<file path="src/sv/signed_divide_truncating_assert.svh">
// Assertion macros for the signed divider RTL.
// Depends on nothing; the including module provides clk and rst.
`ifndef SIGNED_DIVIDE_TRUNCATING_ASSERT_SVH
`define SIGNED_DIVIDE_TRUNCATING_ASSERT_SVH

// Checked only outside reset.
`define SDT_ASSERT_RUN(label, prop, msg) \
  label: assert property (@(posedge clk) disable iff (rst) prop) else $error(msg);

// Checked at every clock edge, reset included.
`define SDT_ASSERT_ALWAYS(label, prop, msg) \
  label: assert property (@(posedge clk) prop) else $error(msg);

`endif

</file>
<file path="src/sv/sdt_pkg.sv">
// Package for the signed truncating divider: widths, status codes and the
// transaction and pipeline stage structs. Depends on nothing.
package sdt_pkg;

  localparam int DATA_W  = 32;
  // Front stage, one cell per quotient bit, back stage.
  localparam int LATENCY = DATA_W + 2;

  typedef enum logic [1:0] {
    STATUS_OK       = 2'd0,
    STATUS_DIV_ZERO = 2'd1,
    STATUS_OVERFLOW = 2'd2
  } status_t;

  typedef struct packed {
    logic signed [DATA_W-1:0] numerator;
    logic signed [DATA_W-1:0] denominator;
  } request_t;

  typedef struct packed {
    logic signed [DATA_W-1:0] quotient;
    logic signed [DATA_W-1:0] remainder;
    status_t                  status;
  } result_t;

  // Work in flight between two cells of the chain.
  typedef struct packed {
    logic              valid;
    logic [DATA_W-1:0] rem;     // partial remainder magnitude
    logic [DATA_W-1:0] quo;     // dividend bits still to shift out, quotient bits in
    logic [DATA_W-1:0] dvs;     // divisor magnitude
    logic              neg_q;
    logic              neg_r;
    status_t           status;
  } stage_t;

endpackage

</file>
<file path="src/sv/sdt_cell.sv">
// One restoring division step, registered: develops one quotient bit.
// Depends on sdt_pkg.
module sdt_cell (
  input  logic            clk,
  input  logic            rst,
  input  sdt_pkg::stage_t din,
  output sdt_pkg::stage_t dout
);
  import sdt_pkg::*;

  logic              valid;
  logic [DATA_W-1:0] rem;
  logic [DATA_W-1:0] quo;
  logic [DATA_W-1:0] dvs;
  logic              neg_q;
  logic              neg_r;
  status_t           status;

  logic [DATA_W:0]   shifted;
  logic [DATA_W:0]   trial;
  logic              fits;

  always_comb begin
    shifted = {din.rem, din.quo[DATA_W-1]};
    trial   = shifted - {1'b0, din.dvs};
    fits    = !trial[DATA_W];
  end

  always_ff @(posedge clk) begin
    if (rst) begin
      valid <= 1'b0;
    end else begin
      valid <= din.valid;
    end
  end

  always_ff @(posedge clk) begin
    rem    <= fits ? trial[DATA_W-1:0] : shifted[DATA_W-1:0];
    quo    <= {din.quo[DATA_W-2:0], fits};
    dvs    <= din.dvs;
    neg_q  <= din.neg_q;
    neg_r  <= din.neg_r;
    status <= din.status;
  end

  assign dout = '{valid: valid, rem: rem, quo: quo, dvs: dvs,
                  neg_q: neg_q, neg_r: neg_r, status: status};

endmodule

</file>
<file path="config.mk">
export PLATFORM = sky130hd
export DESIGN_NAME = sdt_cell
export DESIGN_NICKNAME = d
export VERILOG_FILES = /design/src/sv/signed_divide_truncating_assert.svh /design/src/sv/sdt_pkg.sv /design/src/sv/sdt_cell.sv
export SDC_FILE = /design/constraint.sdc
export NUM_CORES = 1
export LEC_CHECK = 0
export ABC_CLOCK_PERIOD_IN_PS = 2700
export BUFFER_PORTS_ARGS = -buffer_cell sky130_fd_sc_hd__buf_2
export CAP_MARGIN = 20
export CORE_MARGIN = 2
export CORE_UTILIZATION = 43
export DETAILED_ROUTE_END_ITERATION = 10
export PLACE_DENSITY = 0.88
export SLEW_MARGIN = 30
export SYNTH_ARGS = -nofsm -noshare
export SYNTH_HDL_FRONTEND = slang
export SYNTH_SLANG_ARGS = --single-unit
</file>
<file path="constraint.sdc">
create_clock -name clk -period 2.7 [get_ports clk]
set_clock_uncertainty 0.15 [all_clocks]
set_input_delay 0.135 -clock clk [delete_from_list [all_inputs] [get_ports clk]]
set_output_delay 0.135 -clock clk [all_outputs]
set_load 0.01 [all_outputs]
</file>
======== Yosys cells after proc, flatten, opt, wreduce, memory -nomap -nowiden ========
Cells that the tools add are included.
storage, ports and cells
  flip-flop bits (word level) ............. 101
operators by class
  muxes and demuxes ....................... 1
  add/subtract/negate cells ............... 1
  reduce and logical (&&, ||, !) cells .... 1
operators by type and width
  cell                          number
  subtractor 33 x 32 -> 33 bit  1
  2-to-1 mux 32 bit             1
  logical NOT 1 bit             1

======== Logic depth before layout (Yosys ltp) ========
  depth after elaboration ................. 2
  gate-level depth with buffers ........... 13
  depth with buffers taken out ............ 12

======== Worst setup path before layout ========
No wires, ideal clock.
  path type ............................... input to register
  from .................................... in din[20] (netlist bit)
  to ...................................... reg rem[10]
  path slack .............................. 0.023 ns
  data required time ...................... 2.429 ns
  arrival time ............................ 2.406 ns
  stages on the path ...................... 12
  path buffers ............................ 2
  library setup time ...................... 0.121 ns
  path through ............................ inv_1 ha_1 buf_6 a21oi_4 o211ai_1 a221o_1 a211o_1 o21a_1 o211ai_4 inv_2 buf_6 mux2_4
on the way
  longest elaborated chain between the ends .. 2
RTL lines
  what                          RTL line        source
  start, declared               sdt_cell.sv:6   input sdt_pkg::stage_t din,
  subtractor 33 x 32 -> 33 bit  sdt_cell.sv:25  trial = shifted - {1'b0, din.dvs};
  2-to-1 mux 32 bit             sdt_cell.sv:38  rem <= fits ? trial[DATA_W-1:0] : shifted[DATA_W-1:0];
  end signal, assigned          sdt_cell.sv:38
  end, declared                 sdt_cell.sv:12  logic [DATA_W-1:0] rem;
No other way between the ends.
A chain may end at the register's enable or synchronous reset.

======== Worst setup path in the final report ========
  from .................................... in din[87] (netlist bit)
  to ...................................... reg rem[24]
The elaborated chain is that of the path after synthesis.

==> impl_metrics.yaml <==
finish:
  area_growth_pct: 60.39
  multiInputGateArea_um2: 2331
  fin_nets: 940
  final.fill_count: 758
  regArea_um2: 2022
  final_layout_size_suffix_gt1_share_pct: 37.33
  antenna_cells: 0
logic_synthesis:
  syn_nets: 601
  synth_edf_count: 0
  yosysSeqAreaShare_pct: 44.89
  ys_ff_latch: 101
  synth_area_um2: 4504
  syn_area_per_cell_um2: 9.687
  synth_most_common_cell: "dfxtp_1"
  netlist_top_cells_area: "dfxtp_1 45%, ha_1 8.9%, mux2_4 6.0%"
  synthTopCellsByCount: "101 x dfxtp_1, 44 x nand2_1, 41 x inv_1"
  yosys.area.top_type: "dfxtp_1"
  synthCells: 465
  async_reset_ff_share_pct: 0
  synth_warnings: 0
  synthDistinctLibCells: 50
  synth_top_flop_cell: "dfxtp_1"
  synth_top_area_share_pct: 44.89
setup_path:
  required_ns: 2.83
  crit_buf_inv: 4
  path_cells: "dlygate4sd3_1 > buf_2 > ha_1 > a21o_1 > a21o_1 > a211o_1 > o211ai_1 > o211ai_4 > inv_2 > buf_12 > mux2_4"
  path_class: "in2reg"
  slowest_delay_ns: 0.56
  cp_top_family: "compound AO/OA/AOI/OAI gates"
  arrival_ns: 2.76
  startpoint_type: "input pin"
  worstSetupEndpointType: "register"
  slowest_stage: "dlygate4sd3_1"
  cpMostUsedCell: "a21o_1"
  worstPathMaxFanout: 15
  cp.depth: 11
die:
  rows: 37
  core-area_um2: 10230
  initial_utilization_pct: 44.03
  design.die.area_um2: 11310
  dieHeight_um: 106.4
  top_level_ports: 204
  die_w_um: 106.4
global_routing:
  grt_max_degree: 21
  grt_first_pass_wirelength_mm: 22.47
  overflow: 0
  antenna_found_initial: 0
  grt_pass1_vias: 4697
  track_usage_pct: 25.08
power_and_ir_drop:
  p_leak_nw: 3.618
  power_per_cell_area_nw_per_um2: 539.3
  p_total_mw: 3.896
  ir_drop_mv: 0.3655
cts:
  cts_tree: "done"
  clk_pin_slew_ns: 0.11
  cts_num_sinks: 101
  cts_root_buf: "clkbuf_8"
  cts_buffer_depth: 2
  htreeDepth: 3
  numCtsBuffers: 9
drt:
  antenna_left: 0
  vias: 4688
  wl_mm: 14.44
  first_pass_iters: 5
  drc: 0
  via_per_inst: 4.961
  wl_per_cell_um: 15.28
  first_iter_violations: 245
timing:
  setup_viol: 0
  maxSlewHeadroom_pct: 67.65
  period_minus_slack_ns: 2.633
  fmax_ghz: 0.3798
  fin_crit_sh_pct: 97.51
  hold_viol: 0
  worst_slack_ns: 0.06726
  worst_slew_pin_slew_ns: 0.4802
  setup_tns_ns: 0
  report.final.slew_viol_count: 0
run:
  cap_viol_max_count: 0
placed_design:
  dpl_worst_slack_ns: -0.1598
  port_buffers: 203
  gp_congestion: 0.9419
  dp_hpwl_mm: 9.902
min_path:
  hold_path_depth: 3
  holdCritPathClass: "in2reg"
status:
  status: "finished, final reports clean"
## tightest hold or removal path, stage by stage
cell and delay [ns]:
buf_2 0.11, fa_1 0.17, o21ai_0 0.07
## power by group
part	internal [mW]	total (mW)	switching, mW
combinational	0.650	1.28	0.627
clock	0.354	0.926	0.572
sequential	1.65	1.69	0.0429
total	2.65	3.90	1.24
## metrics by stage
| stage | area, µm² | hold WS, ns | cells | util [%] |
|---|---|---|---|---|
| 2_1_floorplan | 4504 | 0.01272 | 465 | - |
| 3_3_place_gp | 5886 | 0.08700 | 824 | 57.53 |
| 3_5_place_dp | 5886 | 0.08857 | 824 | 57.53 |
| 4_1_cts | 7089 | 0.01516 | 942 | 69.29 |
| 5_1_grt | 7224 | 0.006702 | 945 | 70.61 |
| 6_report | 7224 | 0.009115 | 945 | 70.61 |
## final cells by class
cell class,count,share of cell area [%]
Timing Repair Buffer,346,32.68
Clock inverter,6,0.7620
Multi-Input combinational cell,304,32.27
Tap cell,136,2.355
Inverter,42,2.182
Sequential cell,101,27.99
Clock buffer,10,1.767
## cells in the final DEF, fill, tap and decap left out, drive strengths merged, types with 7 or more instances in the layout
cell / instances
clkbuf: 10
dfxtp: 101
mux2: 18
a21o: 15
nand2: 44
nand3: 11
xor2: 10
nand4: 7
o211ai: 9
o21ai: 24
inv: 45
nor2: 16
xnor2: 14
dlygate4sd3: 102
buf: 244
ha: 32
a21oi: 36
## worst paths after layout
check,startpoint,to,slack (ns)
setup / recovery,din[87],rem[24],0.07
hold / removal,din[5],rem[1],0.009
## per-layer routing
metal	track usage, %	part of all wire, %	vias up
met5	0	0	-
met4	10.06	3.8	0
met3	7.235	7.5	46
met2	45.60	50	209
met1	27.21	39	2139
li1	-	-	2294
## sequential cells by signal, indices dropped and copies added, names as in the netlist
name and count:
valid 1, neg_q 1, neg_r 1, dvs 32
status 2, rem 32, quo 32
## repair_timing
action                                  4_1_cts  5_1_grt
endpoints found under the setup margin        0       31
hold buffers                                102        0
endpoints found under the hold margin       100        0
buffers inserted                              0        3
gates resized for setup                       0       25
## kinds of logic after synthesis
logic type / after synthesis / share of synthesized area, %
xor+xnor: 24 / 4.667
mux: 18 / 6.000
buf+inv: 60 / 5.778
simple gates: 109 / 11.64
flops: 101 / 44.89
compound gates: 120 / 17.70
fa+ha+maj: 33 / 9.333
No activity file was read; power rests on OpenSTA's default activity.
