==> src/sv/signed_divide_truncating_assert.svh <==
// Assertion macros for the signed divider RTL.
// Depends on nothing; the including module provides clk and rst.
`ifndef SIGNED_DIVIDE_TRUNCATING_ASSERT_SVH
`define SIGNED_DIVIDE_TRUNCATING_ASSERT_SVH

// Checked only outside reset.
`define SDT_ASSERT_RUN(label, prop, msg) \
  label: assert property (@(posedge clk) disable iff (rst) prop) else $error(msg);

// Checked at every clock edge, reset included.
`define SDT_ASSERT_ALWAYS(label, prop, msg) \
  label: assert property (@(posedge clk) prop) else $error(msg);

`endif

==> src/sv/sdt_pkg.sv <==
// Package for the signed truncating divider: widths, status codes and the
// transaction and pipeline stage structs. Depends on nothing.
package sdt_pkg;

  localparam int DATA_W  = 32;
  // Front stage, one cell per quotient bit, back stage.
  localparam int LATENCY = DATA_W + 2;

  typedef enum logic [1:0] {
    STATUS_OK       = 2'd0,
    STATUS_DIV_ZERO = 2'd1,
    STATUS_OVERFLOW = 2'd2
  } status_t;

  typedef struct packed {
    logic signed [DATA_W-1:0] numerator;
    logic signed [DATA_W-1:0] denominator;
  } request_t;

  typedef struct packed {
    logic signed [DATA_W-1:0] quotient;
    logic signed [DATA_W-1:0] remainder;
    status_t                  status;
  } result_t;

  // Work in flight between two cells of the chain.
  typedef struct packed {
    logic              valid;
    logic [DATA_W-1:0] rem;     // partial remainder magnitude
    logic [DATA_W-1:0] quo;     // dividend bits still to shift out, quotient bits in
    logic [DATA_W-1:0] dvs;     // divisor magnitude
    logic              neg_q;
    logic              neg_r;
    status_t           status;
  } stage_t;

endpackage

==> src/sv/sdt_front.sv <==
// Entry stage of the divider: operand magnitudes, signs and special cases.
// Depends on sdt_pkg.
module sdt_front (
  input  logic              clk,
  input  logic              rst,
  input  logic              load,
  input  sdt_pkg::request_t request,
  output sdt_pkg::stage_t   dout
);
  import sdt_pkg::*;

  logic              valid;
  logic [DATA_W-1:0] mag_n;
  logic [DATA_W-1:0] mag_d;
  logic              neg_q;
  logic              neg_r;
  status_t           status;

  logic              num_neg;
  logic              den_neg;
  logic              div_zero;
  logic              overflow;
  logic [DATA_W-1:0] n_bits;
  logic [DATA_W-1:0] d_bits;

  always_comb begin
    n_bits   = request.numerator;
    d_bits   = request.denominator;
    num_neg  = n_bits[DATA_W-1];
    den_neg  = d_bits[DATA_W-1];
    div_zero = (d_bits == '0);
    overflow = (n_bits == {1'b1, {(DATA_W-1){1'b0}}}) && (d_bits == '1);
  end

  always_ff @(posedge clk) begin
    if (rst) begin
      valid <= 1'b0;
    end else begin
      valid <= load;
    end
  end

  // A zero divisor makes every trial subtraction succeed, so the quotient
  // comes out as all ones and the remainder as the numerator magnitude; the
  // quotient is then left unsigned. The overflow case needs no correction.
  always_ff @(posedge clk) begin
    mag_n <= num_neg ? (~n_bits + 1'b1) : n_bits;
    mag_d <= den_neg ? (~d_bits + 1'b1) : d_bits;
    neg_q <= (num_neg ^ den_neg) && !div_zero;
    neg_r <= num_neg;
    if (div_zero) begin
      status <= STATUS_DIV_ZERO;
    end else if (overflow) begin
      status <= STATUS_OVERFLOW;
    end else begin
      status <= STATUS_OK;
    end
  end

  assign dout = '{valid: valid, rem: '0, quo: mag_n, dvs: mag_d,
                  neg_q: neg_q, neg_r: neg_r, status: status};

endmodule

==> config.mk <==
export PLATFORM = sky130hd
export DESIGN_NAME = sdt_front
export DESIGN_NICKNAME = d
export VERILOG_FILES = /design/src/sv/signed_divide_truncating_assert.svh /design/src/sv/sdt_pkg.sv /design/src/sv/sdt_front.sv
export SDC_FILE = /design/constraint.sdc
export NUM_CORES = 1
export LEC_CHECK = 0
export ABC_AREA = 1
export BUFFER_PORTS_ARGS = -buffer_cell sky130_fd_sc_hd__buf_2
export CAP_MARGIN = 30
export CORE_MARGIN = 4
export CORE_UTILIZATION = 45
export CTS_BUF_LIST = sky130_fd_sc_hd__clkbuf_8
export DETAILED_ROUTE_END_ITERATION = 16
export PLACE_DENSITY_LB_ADDON = 0.15
export RECOVER_POWER = 25
export SETUP_SLACK_MARGIN = 0.4
export SLEW_MARGIN = 30
export SYNTH_ARGS = -nofsm -noshare
export SYNTH_HDL_FRONTEND = slang
export SYNTH_SLANG_ARGS = --single-unit
==> constraint.sdc <==
create_clock -name clk -period 1.4 [get_ports clk]
set_clock_uncertainty 0.2 [all_clocks]
set_input_delay 0.28 -clock clk [delete_from_list [all_inputs] [get_ports clk]]
set_output_delay 0.28 -clock clk [all_outputs]
set_load 0.02 [all_outputs]
* Word level (Yosys, flattened, before mapping) *
Cells that the tools add are included.

word-level totals
  register bits after elaboration = 69
  input bits = 67
  output and inout port bits = 101
  logic and storage cells = 22

operators by class
  add/subtract/negate cells = 2
  equal/unequal tests = 2
  multiplexer cells = 3
  bitwise gates (word level) = 3
  reductions and logical operators = 4

operator list
  operator                                                         count
  32-bit by 1-bit adder with 32-bit output, second input constant  2
  32-bit equality test, second input constant                      2
  32-bit inverter                                                  2
  31-bit two-way mux                                               2
  32-bit zero test                                                 1
  1-bit logical AND                                                2
  2-bit two-way mux                                                1
  1-bit zero test                                                  1
  1-bit bitwise XOR                                                1

* Depth between registers and ports, before layout *
  word-level depth = 3
  depth in mapped cells = 9
  gate-level depth less buffers = 9

* Least setup slack after synthesis *
No wires, ideal clock.

  kind = input -> register
  from = in request[32] in the netlist's numbering
  to = reg mag_n[28]
  library setup time = 0.112 ns
  data arrival time = 1.129 ns
  data required time = 1.088 ns
  slack = -0.041 ns
  stages = 9
  path buffers = 0
  cell sequence = inv_1 -> ha_1 -> nand3_1 -> nor2_4 -> nor2_2 -> nor2_2 -> nand2_1 -> nand2_1 -> nand2_1

between the ends
  word-level cells in the longest chain between the ends = 3

RTL lines
  what                                      line             RTL
  from (decl)                               sdt_front.sv:7   input sdt_pkg::request_t request,
  32-bit inverter                           sdt_front.sv:47  mag_n <= num_neg ? (~n_bits + 1'b1) : n_bits;
  32-bit by 1-bit adder with 32-bit output  sdt_front.sv:47
  31-bit two-way mux                        sdt_front.sv:47
  to (signal assigned)                      sdt_front.sv:47
  to (decl)                                 sdt_front.sv:13  logic [DATA_W-1:0] mag_n;

No other way between the ends.
A chain may end at the register's enable or synchronous reset.

* Final worst setup path *
  from = in request[32] in the netlist's numbering
  to = reg mag_n[17]

The elaborated chain is that of the path after synthesis.

==> impl_metrics.yaml <==
placed_design:
  place_congestion: 0.884
  portBuffers: 135
  dpl_cell_area_mm2: 0.00543
  dp_hpwl_mm: 9.85
critical_path:
  endpoint: "mag_n[17]"
  path_buf_inv: 3
  startpoint: "request[32]"
  cp.arrival_ps: 1450
  cp_max_fo: 5
  critPathKind: "in -> reg"
  crit_top_cell: "nand2_1"
  cp.depth: 10
  required_ps: 1460
  path_cells: "buf_8 > inv_8 > buf_6 > nand2_1 > nor2_4 > nor2_2 > nor2_2 > nand2_1 > nand2_1 > nand2_1"
  endpoint_kind: "flop"
  slowest_delay_ps: 210
  path_delay_family: "simple AND/OR/NAND/NOR gates"
  slowest_stage: "nor2_2"
  start_kind: "primary input"
finish:
  fin_nets: 910
  nFillCells: 319
  fin_util_pct: 91.5
  antennaDiodeCount: 0
  syn_to_final_growth_pct: 95.0
  fin_area_mm2: 0.00759
  drive_gt1_share_pct: 63.0
timing:
  clock.fmax_mhz: 720
  hold_viol: 6
  fin_tns_setup_ps: 0
  finalCritPeriodShare_pct: 99.2
  finalSetupViolCount: 0
  slew_violations: 0
  hold-worst-slack_ps: -78.6
  rsz0062_at_grt: "yes"
  fin_crit_ps: 1390
pwr:
  ir_drop_mv: 0.491
  powerDensity_mw_per_mm2: 779
  leakagePower_nw: 3.52
  power.total_mw: 5.91
global_routing:
  grt_max_degree: 23
  grt_pass1_vias: 5028
  overflow: 0
  antenna_found_initial: 0
  grt_first_pass_wirelength_mm: 24.3
  grt_use_total_pct: 30.9
clock_tree:
  cts-root-buf: "clkbuf_8"
  cts_tree: "done"
  htreeDepth: 3
  cts_max_path_buffers: 2
  cts_inserted_buffers: 9
  cts.sinks: 69
  clkTransAtPathRegs_ps: 90
  holdBufCountCts: 6
logic_synthesis:
  yosysWarnings: 0
  synthCells: 577
  async_flop_share_pct: 0
  yosysTopAreaCell: "dfxtp_1"
  synth_area_mm2: 0.00389
  synthesis.area_per_instance_um2: 6.75
  synth_top_flop_cell: "dfxtp_1"
  synth_top_area_share_pct: 35.5
  synth_edf_count: 0
  synth-seq-cells: 69
  synthTopCellsByCount: "nand2_1 (182), nor2_1 (82), dfxtp_1 (69), inv_1 (50), nand3_1 (42)"
  synth_area_leaders: "dfxtp_1 (35%), nand2_1 (18%), nor2_1 (7.9%)"
  ys_seq_area_share_pct: 35.5
  synthDistinctLibCells: 24
  yosysMostFrequentCell: "nand2_1"
floorplan:
  start_util_pct: 46.9
  fp.coreArea_mm2: 0.00830
  num_rows: 33
  io_pins: 168
  die_area_mm2: 0.0102
  die_h_um: 101
  die_w_um: 101
min_path:
  hp-class: "in -> reg"
route:
  drt-total-wl_mm: 20.3
  drtIter0Drc: 337
  vias_per_cell: 5.60
  drcViolationCount: 0
  vias: 5308
  wl_per_cell_um: 21.4
  ant_nets: 0
  drtPass1Iterations: 5
outcome:
  outcome: "complete, but fails checks"
  violations: "negative hold slack"
flow_run:
  cap_viol_max_count: 0
## timing repair
| action | in CTS | in global routing |
|---|---|---|
| buffers inserted | 25 | 15 |
| endpoints found under the setup margin | 126 | 128 |
| resized for setup | 439 | 94 |
| hold endpoints to repair | 10 | 3 |
| pin swaps | 111 | 94 |
## cells in the final DEF (no fill, tap or decap), drive strengths merged
cell type / netlist / routed
buf: 42 / 252
nand2: 191 / 191
nor2: 111 / 111
dfxtp: 69 / 69
inv: 50 / 51
nand3: 42 / 42
conb: 1 / 32
xor2: 15 / 15
xnor2: 14 / 14
o21ai: 14 / 14
clkbuf: 0 / 12
nor3: 8 / 8
dlygate4sd3: 0 / 6
nand4: 5 / 5
ha: 5 / 5
a21oi: 5 / 5
nand3b: 4 / 4
clkinv: 0 / 4
clkinvlp: 0 / 2
nor3b: 1 / 1
## kinds of logic after synthesis
logic type      share of synthesized area, %
buf+inv                                 12.6
fa+ha+maj                               1.61
simple gates                            41.0
other cells                           0.0963
flops                                   35.5
compound gates                          2.63
xor+xnor                                6.52
## per-layer routing
| metal | track usage (%) | part of all wire [%] | vias up | wire length, µm |
|---|---|---|---|---|
| met5 | 0 | 0 | - | 0 |
| li1 | - | - | 2242 | - |
| met2 | 58.3 | 52 | 441 | 10500 |
| met3 | 7.06 | 9.0 | 181 | 1820 |
| met4 | 18.4 | 9.3 | 0 | 1890 |
| met1 | 30.4 | 30 | 2444 | 6130 |
## sequential cells by signal, summed over array words and instances (netlist names)
| name | flops |
|---|---|
| mag_d | 32 |
| mag_n | 32 |
| neg_q | 1 |
| neg_r | 1 |
| status | 2 |
| valid | 1 |
## per-stage QoR
stage,setup WS (ps),std cells
global placement,-154,886
global route,-39.4,948
floorplan,110,608
finish,11.5,948
detailed placement,-174,886
CTS,101,933
## cell type report
cell class                 count  area (µm²)  share of cell area [%]
clock inverter                 7        35.0                   0.461
inverter                      50         246                    3.25
clock buffer                   9         124                    1.63
tap                          105         131                    1.73
multi-input combinational    447        3070                    40.5
sequential                    69        1470                    19.3
timing repair buffer         261        2510                    33.1
## how the worst min path moves through the flow
stage / depth (start not counted) / to / slack, ps / startpoint
after floorplan: 0 / mag_d[0] / 110 / request[0]
after global placement: 2 / valid / 230 / rst
after detailed placement: 2 / valid / 240 / rst
after CTS: 2 / mag_n[10] / -70 / request[42]
after global routing: 2 / mag_n[10] / -60 / request[42]
final: 2 / mag_n[10] / -80 / request[42]
## where the power goes
group | internal (mW) | total [mW] | switching, mW
combinational | 0.973 | 2.13 | 1.16
clock | 0.619 | 1.50 | 0.884
sequential | 2.18 | 2.28 | 0.0994
total | 3.77 | 5.91 | 2.14
No activity file was read; power rests on OpenSTA's default activity.
