[src/sv/signed_divide_truncating_assert.svh]
// Assertion macros for the signed divider RTL.
// Depends on nothing; the including module provides clk and rst.
`ifndef SIGNED_DIVIDE_TRUNCATING_ASSERT_SVH
`define SIGNED_DIVIDE_TRUNCATING_ASSERT_SVH

// Checked only outside reset.
`define SDT_ASSERT_RUN(label, prop, msg) \
  label: assert property (@(posedge clk) disable iff (rst) prop) else $error(msg);

// Checked at every clock edge, reset included.
`define SDT_ASSERT_ALWAYS(label, prop, msg) \
  label: assert property (@(posedge clk) prop) else $error(msg);

`endif

[src/sv/sdt_pkg.sv]
// Package for the signed truncating divider: widths, status codes and the
// transaction and pipeline stage structs. Depends on nothing.
package sdt_pkg;

  localparam int DATA_W  = 32;
  // Front stage, one cell per quotient bit, back stage.
  localparam int LATENCY = DATA_W + 2;

  typedef enum logic [1:0] {
    STATUS_OK       = 2'd0,
    STATUS_DIV_ZERO = 2'd1,
    STATUS_OVERFLOW = 2'd2
  } status_t;

  typedef struct packed {
    logic signed [DATA_W-1:0] numerator;
    logic signed [DATA_W-1:0] denominator;
  } request_t;

  typedef struct packed {
    logic signed [DATA_W-1:0] quotient;
    logic signed [DATA_W-1:0] remainder;
    status_t                  status;
  } result_t;

  // Work in flight between two cells of the chain.
  typedef struct packed {
    logic              valid;
    logic [DATA_W-1:0] rem;     // partial remainder magnitude
    logic [DATA_W-1:0] quo;     // dividend bits still to shift out, quotient bits in
    logic [DATA_W-1:0] dvs;     // divisor magnitude
    logic              neg_q;
    logic              neg_r;
    status_t           status;
  } stage_t;

endpackage

[src/sv/sdt_back.sv]
// Exit stage of the divider: restores the signs and registers the result.
// Depends on sdt_pkg.
module sdt_back (
  input  logic             clk,
  input  logic             rst,
  input  sdt_pkg::stage_t  din,
  output logic             done,
  output sdt_pkg::result_t result
);
  import sdt_pkg::*;

  always_ff @(posedge clk) begin
    if (rst) begin
      done <= 1'b0;
    end else begin
      done <= din.valid;
    end
  end

  always_ff @(posedge clk) begin
    result.quotient  <= din.neg_q ? (~din.quo + 1'b1) : din.quo;
    result.remainder <= din.neg_r ? (~din.rem + 1'b1) : din.rem;
    result.status    <= din.status;
  end

endmodule

[config.mk]
export PLATFORM = sky130hd
export DESIGN_NAME = sdt_back
export DESIGN_NICKNAME = d
export VERILOG_FILES = /design/src/sv/signed_divide_truncating_assert.svh /design/src/sv/sdt_pkg.sv /design/src/sv/sdt_back.sv
export SDC_FILE = /design/constraint.sdc
export NUM_CORES = 1
export LEC_CHECK = 0
export BUFFER_PORTS_ARGS = -buffer_cell sky130_fd_sc_hd__buf_2
export CORE_ASPECT_RATIO = 1.25
export CORE_MARGIN = 4
export CORE_UTILIZATION = 30
export CTS_CLUSTER_SIZE = 40
export DETAILED_ROUTE_END_ITERATION = 10
export GPL_ROUTABILITY_DRIVEN = 0
export GPL_TIMING_DRIVEN = 0
export HOLD_SLACK_MARGIN = 0.1
export SETUP_SLACK_MARGIN = 0.05
export SYNTH_ARGS = -nofsm -noshare
export SYNTH_HDL_FRONTEND = slang
export SYNTH_SLANG_ARGS = --single-unit
[constraint.sdc]
create_clock -name clk -period 3 [get_ports clk]
set_input_delay 0.6 -clock clk [delete_from_list [all_inputs] [get_ports clk]]
set_output_delay 0.6 -clock clk [all_outputs]
set_load 0.005 [all_outputs]
# Word level (Yosys, flattened, before mapping)
# Index checks and enable logic that the tools add are counted.
[totals]
in_bits = 103
out_inout_bits = 67
elab_cells = 10
reg_bits = 67
[op_classes]
bitwise_logic = 2
mux = 2
n_addsub = 2
[ops]
columns = ["op", "count"]
rows = [
  ["adder 32 x 1 -> 32 bit, second input constant", 2],
  ["two-way mux 32 bit", 2],
  ["NOT 32 bit", 2],
]

# Logic depth before layout (Yosys ltp)
# Gate-level depths: netlist of the first run.
[logic_depth]
word_depth = 3
mapped_depth = 6
depth_no_buf = 6

# Worst setup path after synthesis of the first run
# No wires, ideal clock.
[synth_timing]
kind = "in2reg"
startpoint = "in din[82] (netlist name)"
endpoint = "reg result[30] (netlist name)"
path_slack_ps = 774
stages = 6
setup_time_ps = 72
arrival_time_ps = 2153
n_path_buf = 2
t_required_ps = 2928
cell_sequence = "or4_4 -> or3_1 -> buf_2 -> buf_6 -> o41ai_4 -> xnor2_1"
[synth_between]
elab_chain_len = 3
[synth_lines]
columns = ["element", "line_no", "source"]
rows = [
  ["start, declared", "sdt_back.sv:6", "input sdt_pkg::stage_t din,"],
  ["NOT 32 bit", "sdt_back.sv:22", "result.remainder <= din.neg_r ? (~din.rem + 1'b1) : din.rem;"],
  ["adder 32 x 1 -> 32 bit", "sdt_back.sv:22", ""],
  ["two-way mux 32 bit", "sdt_back.sv:22", ""],
  ["end, declared", "sdt_back.sv:8", "output sdt_pkg::result_t result"],
]
# No other way between the ends.
# A chain may end at the register's enable or synchronous reset.

# Worst setup path after layout of the first run
[layout_timing]
startpoint = "in din[40] (netlist name)"
endpoint = "reg result[48] (netlist name)"
[layout_between]
elab_chain_len = 3
[layout_lines]
columns = ["element", "line_no", "source"]
rows = [
  ["NOT 32 bit", "sdt_back.sv:21", "result.quotient <= din.neg_q ? (~din.quo + 1'b1) : din.quo;"],
  ["adder 32 x 1 -> 32 bit", "sdt_back.sv:21", ""],
  ["two-way mux 32 bit", "sdt_back.sv:21", ""],
]
# No other way between the ends.

==> results.cfg, run 1 <==
[run_status]
status = completed

[sta]
slew-limit-headroom = 0.476
hold_violations = 0
timing.final.crit_share = 0.744
setup_viol = 0
drv_slew = 0
fin_crit_ns = 2.23
rsz0062_at_grt = no
tns_ns = 0
max_freq_mhz = 448
worst_pin_slew_ns = 0.779

[placed_design]
place_inst = 517
placed_area_mm2 = 0.00356
dp_hpwl_um = 6230
numPortBuffers = 137

[layout]
syn_to_final_growth_pct = 36.2
fin_area_mm2 = 0.00370
fin_cells = 530
layout.nets = 513
drive_above_1_share = 0.385
antennaDiodeCount = 0

[worst_hold_path]
min_from = din[1]
hp-class = input port to flip-flop

[synthesis]
synth-seq-cells = 67
syn_area_per_cell_um2 = 10.5
synthFlopType = dfxtp_1
yosys-top-cells-count = dfxtp_1 (67), xnor2_1 (60), nand2_1 (20), o41ai_1 (17), o31ai_1 (16)
netlist_area_mm2 = 0.00272
ys.warnings.count = 0
synth.yosys.seq_area_share = 0.493
synth.top_cell.area_share = 0.493
synth_cells = 260
synthTopCellsByArea = dfxtp_1 (49%), xnor2_1 (19%), o41ai_1 (5.5%)
yosysMostFrequentCell = dfxtp_1
synth_edf_count = 0
synth.distinct_cells = 28
yosysTopAreaCell = dfxtp_1
synthArstFlopShare = 0
syn-num-nets = 365

[drt]
detail-route-antenna-nets = 0
post_drt_via_cell_ratio = 4.65
wl_per_cell_um = 14.4
drc = 0
totalWireLength_um = 7660
drtIter0Drc = 46
route.vias.total = 2466
dr.pass1.iters = 4

[clock_tree]
htreeDepth = 3
cts.root.buffer_cell = clkbuf_8
cts_resized = 0
postCtsSetupRepairBufs = 0
cts_made_buffers = 9
cts.sinks = 67
cts.clk_slew.worst_paths_ns = 0.07
clk_path_buf_depth = 2
cts_hold_buffers = 0
cts_tree = yes

[global_route]
grt_pass1_wl_um = 12000
grt_use_total = 0.145
grt_overflow = 0
grt_pass1_vias = 2562
antenna_found_initial = 0
grt_max_degree = 11

[power_and_ir_drop]
cellLeakagePower_nw = 1.54
power_mw = 1.95
power.density_mw_per_mm2 = 525
ir_drop_mv = 0.162

[floorplanning]
die_w_um = 93.2
pin_count = 170
fp.dieH_um = 114
die_area_mm2 = 0.0107
initial_utilization = 0.311
core_mm2 = 0.00875
fp-row-count = 38

[worst_setup_path]
arrival_ns = 2.50
cp-end-kind = flip-flop
path_class = input port to flip-flop
startpoint = din[40]
crit_path_start_kind = input port
critPathMaxFanout = 8
cp.required_ns = 3.27

[run]
drv_cap = 0
==> power breakdown <==
part	switching [mW]	leakage [nW]	internal (mW)	total (mW)
sequential	0.0188	0.565	0.983	1.00
combinational	0.166	0.901	0.172	0.337
clock	0.297	0.0754	0.310	0.607
total	0.481	1.54	1.46	1.95
==> kinds of logic after synthesis <==
logic type | share of synthesized area
DFF | 0.493
adders and majority gates | 0.00920
buffers and inverters | 0.0212
AOI/OAI and AO/OA | 0.149
xor gates and xnor gates | 0.193
and+or+nand+nor | 0.135
==> metal layers <==
metal,track usage,wire length (um)
met1,0.155,3080
met2,0.250,3720
met3,0.0533,677
met4,0.0694,185
met5,0,0
==> final cells by class <==
cell class / instances / area [um^2]
tap: 120 / 150
inverter: 5 / 18.8
buffer: 8 / 38.8
multi-input combinational: 180 / 1320
timing repair buffer: 137 / 686
sequential: 67 / 1340
fill: 928 / 5040
clock buffer: 13 / 149
==> metrics by stage <==
| stage | util | setup WS (ns) | hold slack [ns] |
|---|---|---|---|
| after floorplan | - | 0.774 | 0.628 |
| after global placement | 0.406 | 0.469 | 0.703 |
| after detailed placement | 0.406 | 0.469 | 0.704 |
| after CTS | 0.423 | 0.816 | 0.342 |
| after global routing | 0.423 | 0.573 | 0.334 |
| final | 0.423 | 0.767 | 0.368 |
==> placed cells by master (no fill, tap or decap), drive strengths merged, types with 2 or more instances in the layout <==
cell type	synthesis	routed
buf	4	141
dfxtp	67	67
xnor2	60	60
nand2	20	20
o41ai	20	20
clkbuf	4	17
o31ai	16	16
o21ai	15	15
nor3	8	8
nand3	6	6
nand2b	6	6
nor4	6	6
inv	5	5
or3	5	5
nor2	4	4
or2	3	3
nand4	2	2
nand4b	2	2
nor2b	2	2
ha	2	2
==> sequential cells by signal, summed over array words and instances, names as in the netlist <==
name,cells
result,66
done,1
==> path summary, 6_finish.rpt <==
check | end | depth (start not counted)
worst min-delay path | result[1] | 1
worst max-delay path | result[48] | 5
==> worst max-delay path: stages <==
cell and delay [ns]:
buf_2 0.12, nor4_1 0.69, nand3_1 0.46, o41ai_1 0.47
xnor2_1 0.16
(Power assumes the default switching activity.)
==> run 2: changes to the inputs <==
==> constraint.sdc (replaced) <==
create_clock -name clk -period 2 [get_ports clk]
set_input_delay 0.4 -clock clk [delete_from_list [all_inputs] [get_ports clk]]
set_output_delay 0.4 -clock clk [all_outputs]
set_load 0.005 [all_outputs]
==> run 2 against run 1 <==
  * Total power up 74%
  * Global-route usage down 0.16 points
  * Cell count up 0.75%
  * Clock power up 130%
  * First-iteration DRC count up 15%
  * Largest cell class is now multi-input gates
  * Largest power group unchanged
==> results.cfg, run 2 (synthesis results as in run 1) <==
[layout]
most-common-layout-cells = buf_2 (138), dfxtp_1 (67), xnor2_1 (60), nand2_1 (20)
layout.nets = 514
reg_top3 = result (66), done (1)
fin_area_mm2 = 0.00384
final_util = 0.439
drive_above_1_share = 0.403
top_register = result
fillers = 902
antennaDiodeCount = 0
largest_register_ffs = 66
syn_to_final_growth_pct = 41.1
mostFrequentLayoutCell = buf_2

[sta]
setup_viol = 0
fin_crit_ns = 1.91
hold_violations = 0
slew-limit-headroom = 0.562
max_freq_mhz = 523
hold_ws_ns = 0.147
tns_ns = 0
drv_slew = 0
worst_pin_slew_ns = 0.652
fin_ws_ns = 0.0871
timing.final.crit_share = 0.956
rsz0062_at_grt = yes

[clock_tree]
htreeDepth = 3
cts.sinks = 67
cts_hold_buffers = 0
clk_path_buf_depth = 2
cts_tree = yes
cts_made_buffers = 9
cts.clk_slew.worst_paths_ns = 0.08
cts.root.buffer_cell = clkbuf_8

[run]
drv_cap = 0

[power_and_ir_drop]
pwr-share-comb = 0.149
p_clk_frac = 0.406
power.switching_mw = 0.783
swShare = 0.232
p_int_mw = 2.60
power_frac_seq = 0.445
power.density_mw_per_mm2 = 880
ir_drop_mv = 0.363
cellLeakagePower_nw = 1.59

[drt]
dr.pass1.iters = 4
detail-route-antenna-nets = 0
post_drt_via_cell_ratio = 4.65
drc = 0
route.vias.total = 2481
drtIter0Drc = 53
totalWireLength_um = 7580
wl_per_cell_um = 14.2

[worst_hold_path]
min_from = din[1]
hp-class = input port to flip-flop

[global_route]
grt-busiest-layer = met2
grt_overflow = 0
antenna_found_initial = 0
grt_pass1_wl_um = 11800
grt_use_total = 0.143
grt_use_met1 = 0.157
grtUsageMet2 = 0.249
grt_pass1_vias = 2494
grt_max_degree = 12
use_met3 = 0.0421

[floorplanning]
fp-row-count = 38
core_mm2 = 0.00875
pin_count = 170
die_area_mm2 = 0.0107
fp.dieH_um = 114
die_w_um = 93.2
initial_utilization = 0.311

[worst_setup_path]
cp.required_ns = 2.27
crit_path_start_kind = input port
startpoint = din[82]
path_class = input port to flip-flop
critPathMaxFanout = 10
cp-end-kind = flip-flop
arrival_ns = 2.18

[placed_design]
pre_cts_ws_ns = -0.315
placed_area_mm2 = 0.00356
dp_hpwl_um = 6030
numPortBuffers = 137

[run_status]
status = completed
-- run 2: cell types whose count changed in the layout (fill, tap and decap cells not counted) --
cell | before | now
nand3_2 | 0 | 2
nor4_4 | 0 | 1
buf_4 | 0 | 1
o41ai_1 | 17 | 16
nand3_1 | 6 | 4
o41ai_2 | 2 | 3
clkbuf_1 | 7 | 6
nor4_1 | 4 | 3
clkinvlp_4 | 0 | 1
bufinv_16 | 0 | 3
-- run 2: per-stage QoR --
step	power, mW	instances
after floorplan	1.75	260
after global placement	2.03	517
after detailed placement	2.04	517
after CTS	3.42	533
after global routing	3.55	534
final	3.38	534
-- run 2: cell type report --
cell class              count  area (um^2)  share of cell area
clock inverters             4         97.6              0.0254
inverters                   5         18.8             0.00489
plain buffers               8         38.8              0.0101
flip-flops and latches     67         1340               0.349
clock buffers              12          145              0.0378
well taps                 120          150              0.0391
multi-input cells         180         1350               0.353
repair buffers            138          693               0.181
-- run 2: path summary, 6_finish.rpt --
path                         end  depth (start not counted)
worst min-delay path   result[1]                          1
worst max-delay path  result[30]                          7
-- run 2: worst max-delay path: stages --
cell     delay, ns
buf_2         0.12
or4_4         0.55
or3_1         0.31
buf_2         0.17
buf_6         0.15
o41ai_4       0.33
xnor2_1       0.15
-- run 2: power groups by stage --
stage	Sequential, mW	Clock [mW]	Combinational (mW)
floorplan	1.56	0	0.189
global placement	1.53	0	0.502
detailed placement	1.53	0	0.507
CTS	1.50	1.41	0.509
global route	1.52	1.48	0.559
finish	1.50	1.37	0.504
-- run 2: what timing repair did --
| item | in CTS | in global routing |
|---|---|---|
| setup endpoints to repair | 1 | 19 |
| pin swaps | 0 | 2 |
| setup buffers | 0 | 1 |
| gates resized for setup | 1 | 4 |
| endpoints found under the hold margin | 0 | 0 |
-- run 2: layer usage --
layer  routed length [um]  share of wire
met1                 3040           0.40
met2                 3730           0.49
met3                  611          0.081
met4                  192          0.025
met5                    0              0
==> run 3: changes to the inputs <==
--- a/config.mk
+++ b/config.mk
@@ -8,7 +8,7 @@
 export BUFFER_PORTS_ARGS = -buffer_cell sky130_fd_sc_hd__buf_2
 export CORE_ASPECT_RATIO = 1.25
 export CORE_MARGIN = 4
-export CORE_UTILIZATION = 30
+export CORE_UTILIZATION = 25
 export CTS_CLUSTER_SIZE = 40
 export DETAILED_ROUTE_END_ITERATION = 10
 export GPL_ROUTABILITY_DRIVEN = 0
==> run 3 against run 2 <==
  * Cell count is 2.6% higher
  * Maximum frequency is 1.5% higher
  * Critical path type unchanged
  * Critical endpoint is now result[24]
  * Largest power group is now the clock network
  * Hold slack gained 0.028 ns
  * Largest cell class unchanged
  * Flip-flop and latch count unchanged
  * Worst setup slack better by 0.028 ns
  * Die area grew 18%
  * Cell area grew 2.9%
  * Routed wire length up 0.88%
==> results.cfg, run 3 (synthesis results as in run 1) <==
[run_status]
status = completed

[global_route]
grt_pass1_wl_um = 11700
grt_max_degree = 12
grt_overflow = 0
antenna_found_initial = 0
grt_pass1_vias = 2450
grt_use_total = 0.119

[floorplanning]
fp.dieH_um = 125
core_mm2 = 0.0106
die_w_um = 101
initial_utilization = 0.256
pin_count = 170
die_area_mm2 = 0.0126
fp-row-count = 42

[worst_setup_path]
arrival_ns = 2.14
cp.required_ns = 2.25
crit_path_start_kind = input port
critPathMaxFanout = 10
cp-end-kind = flip-flop
path_class = input port to flip-flop

[layout]
antennaDiodeCount = 0
largest_register_ffs = 66
top_register = result
fin_cells = 548
final_util = 0.372
mostFrequentLayoutCell = buf_2
most-common-layout-cells = buf_2 (138), dfxtp_1 (67), xnor2_1 (60), nand2_1 (20), o41ai_1 (17)
layout.nets = 516
drive_above_1_share = 0.406
syn_to_final_growth_pct = 45.2
reg_top3 = result (66), done (1)

[clock_tree]
clk_path_buf_depth = 2
cts_made_buffers = 9
cts.clk_slew.worst_paths_ns = 0.06
htreeDepth = 3
cts_tree = yes
cts.root.buffer_cell = clkbuf_16
cts.sinks = 67

[sta]
setup_viol = 0
hold_ws_ns = 0.175
rsz0062_at_grt = no
fin_ws_ns = 0.115
timing.final.crit_share = 0.942
max_freq_mhz = 531
drv_slew = 0
fin_crit_ns = 1.88
worst_pin_slew_ns = 0.573
hold_violations = 0
slew-limit-headroom = 0.615

[drt]
dr.pass1.iters = 4
detail-route-antenna-nets = 0
drc = 0
drtIter0Drc = 22
route.vias.total = 2434
post_drt_via_cell_ratio = 4.44
wl_per_cell_um = 13.9
totalWireLength_um = 7640

[placed_design]
place_inst = 529
numPortBuffers = 137
dp_hpwl_um = 6190
pre_cts_ws_ns = -0.386

[power_and_ir_drop]
p_clk_frac = 0.460
power_frac_seq = 0.403
power.switching_mw = 0.839
pwr-share-comb = 0.136
p_int_mw = 2.89
cellLeakagePower_nw = 1.64
power.density_mw_per_mm2 = 945
ir_drop_mv = 0.394
swShare = 0.225

[worst_hold_path]
hp-class = input port to flip-flop
min_path_cells = 1
min_to = result[1]
min_from = din[1]

[run]
drv_cap = 0
run 3: cell types whose count changed in the layout (fill, tap and decap cells not counted), sizes merged:
| cell | change |
|---|---|
| clkinv | +1 |
| bufinv | -1 |
| buf | +2 |
run 3: cell type report:
type                       count  area [um^2]
timing repair buffer         140          708
inverter                       5         18.8
multi-input combinational    180         1350
clock inverter                 4         72.6
buffer                         8         38.8
tap                          132          165
fill                        1118         6670
clock buffer                  12          256
sequential                    67         1340
run 3: stage by stage:
step / area [um^2] / setup TNS (ns) / power (mW)
final: 3950 / 0 / 3.73
after global routing: 3950 / 0 / 3.94
after CTS: 3930 / 0 / 3.80
after detailed placement: 3570 / -9.20 / 2.05
after global placement: 3570 / -8.05 / 2.04
after floorplan: 2720 / -0.0271 / 1.75
run 3: layer usage:
metal / part of all wire / track usage / routed length [um]
met1: 0.40 / 0.131 / 3070
met2: 0.49 / 0.203 / 3740
met3: 0.092 / 0.0437 / 701
met4: 0.016 / 0.0485 / 123
met5: 0 / 0 / 0
run 3: worst max path at each step:
| stage | slack, ns | depth (start not counted) | endpoint | startpoint |
|---|---|---|---|---|
| global placement | -0.37 | 5 | result[65] | din[50] |
| finish | 0.12 | 7 | result[24] | din[82] |
| global route | 0.06 | 7 | result[25] | din[82] |
| CTS | 0.1 | 5 | result[24] | din[74] |
| detailed placement | -0.39 | 5 | result[65] | din[50] |
| floorplan | -0.03 | 6 | result[30] | din[82] |
run 3: power by group through the flow:
stage	logic, mW	clock network (mW)	registers, mW
after floorplan	0.189	0	1.56
after global placement	0.506	0	1.53
after detailed placement	0.513	0	1.53
after CTS	0.515	1.77	1.51
after global routing	0.563	1.85	1.52
final	0.509	1.72	1.51
run 3: repair_timing:
item	4_1_cts	5_1_grt
hold buffers	0	0
setup buffers	3	0
resized for setup	1	3
endpoints found under the setup margin	8	11
pin swaps	2	0
run 3: critical path: stages:
cell and delay [ns]:
buf_2 0.12, or4_4 0.53, or3_1 0.31, buf_2 0.16, buf_6 0.14, o41ai_2 0.33
xnor2_1 0.15
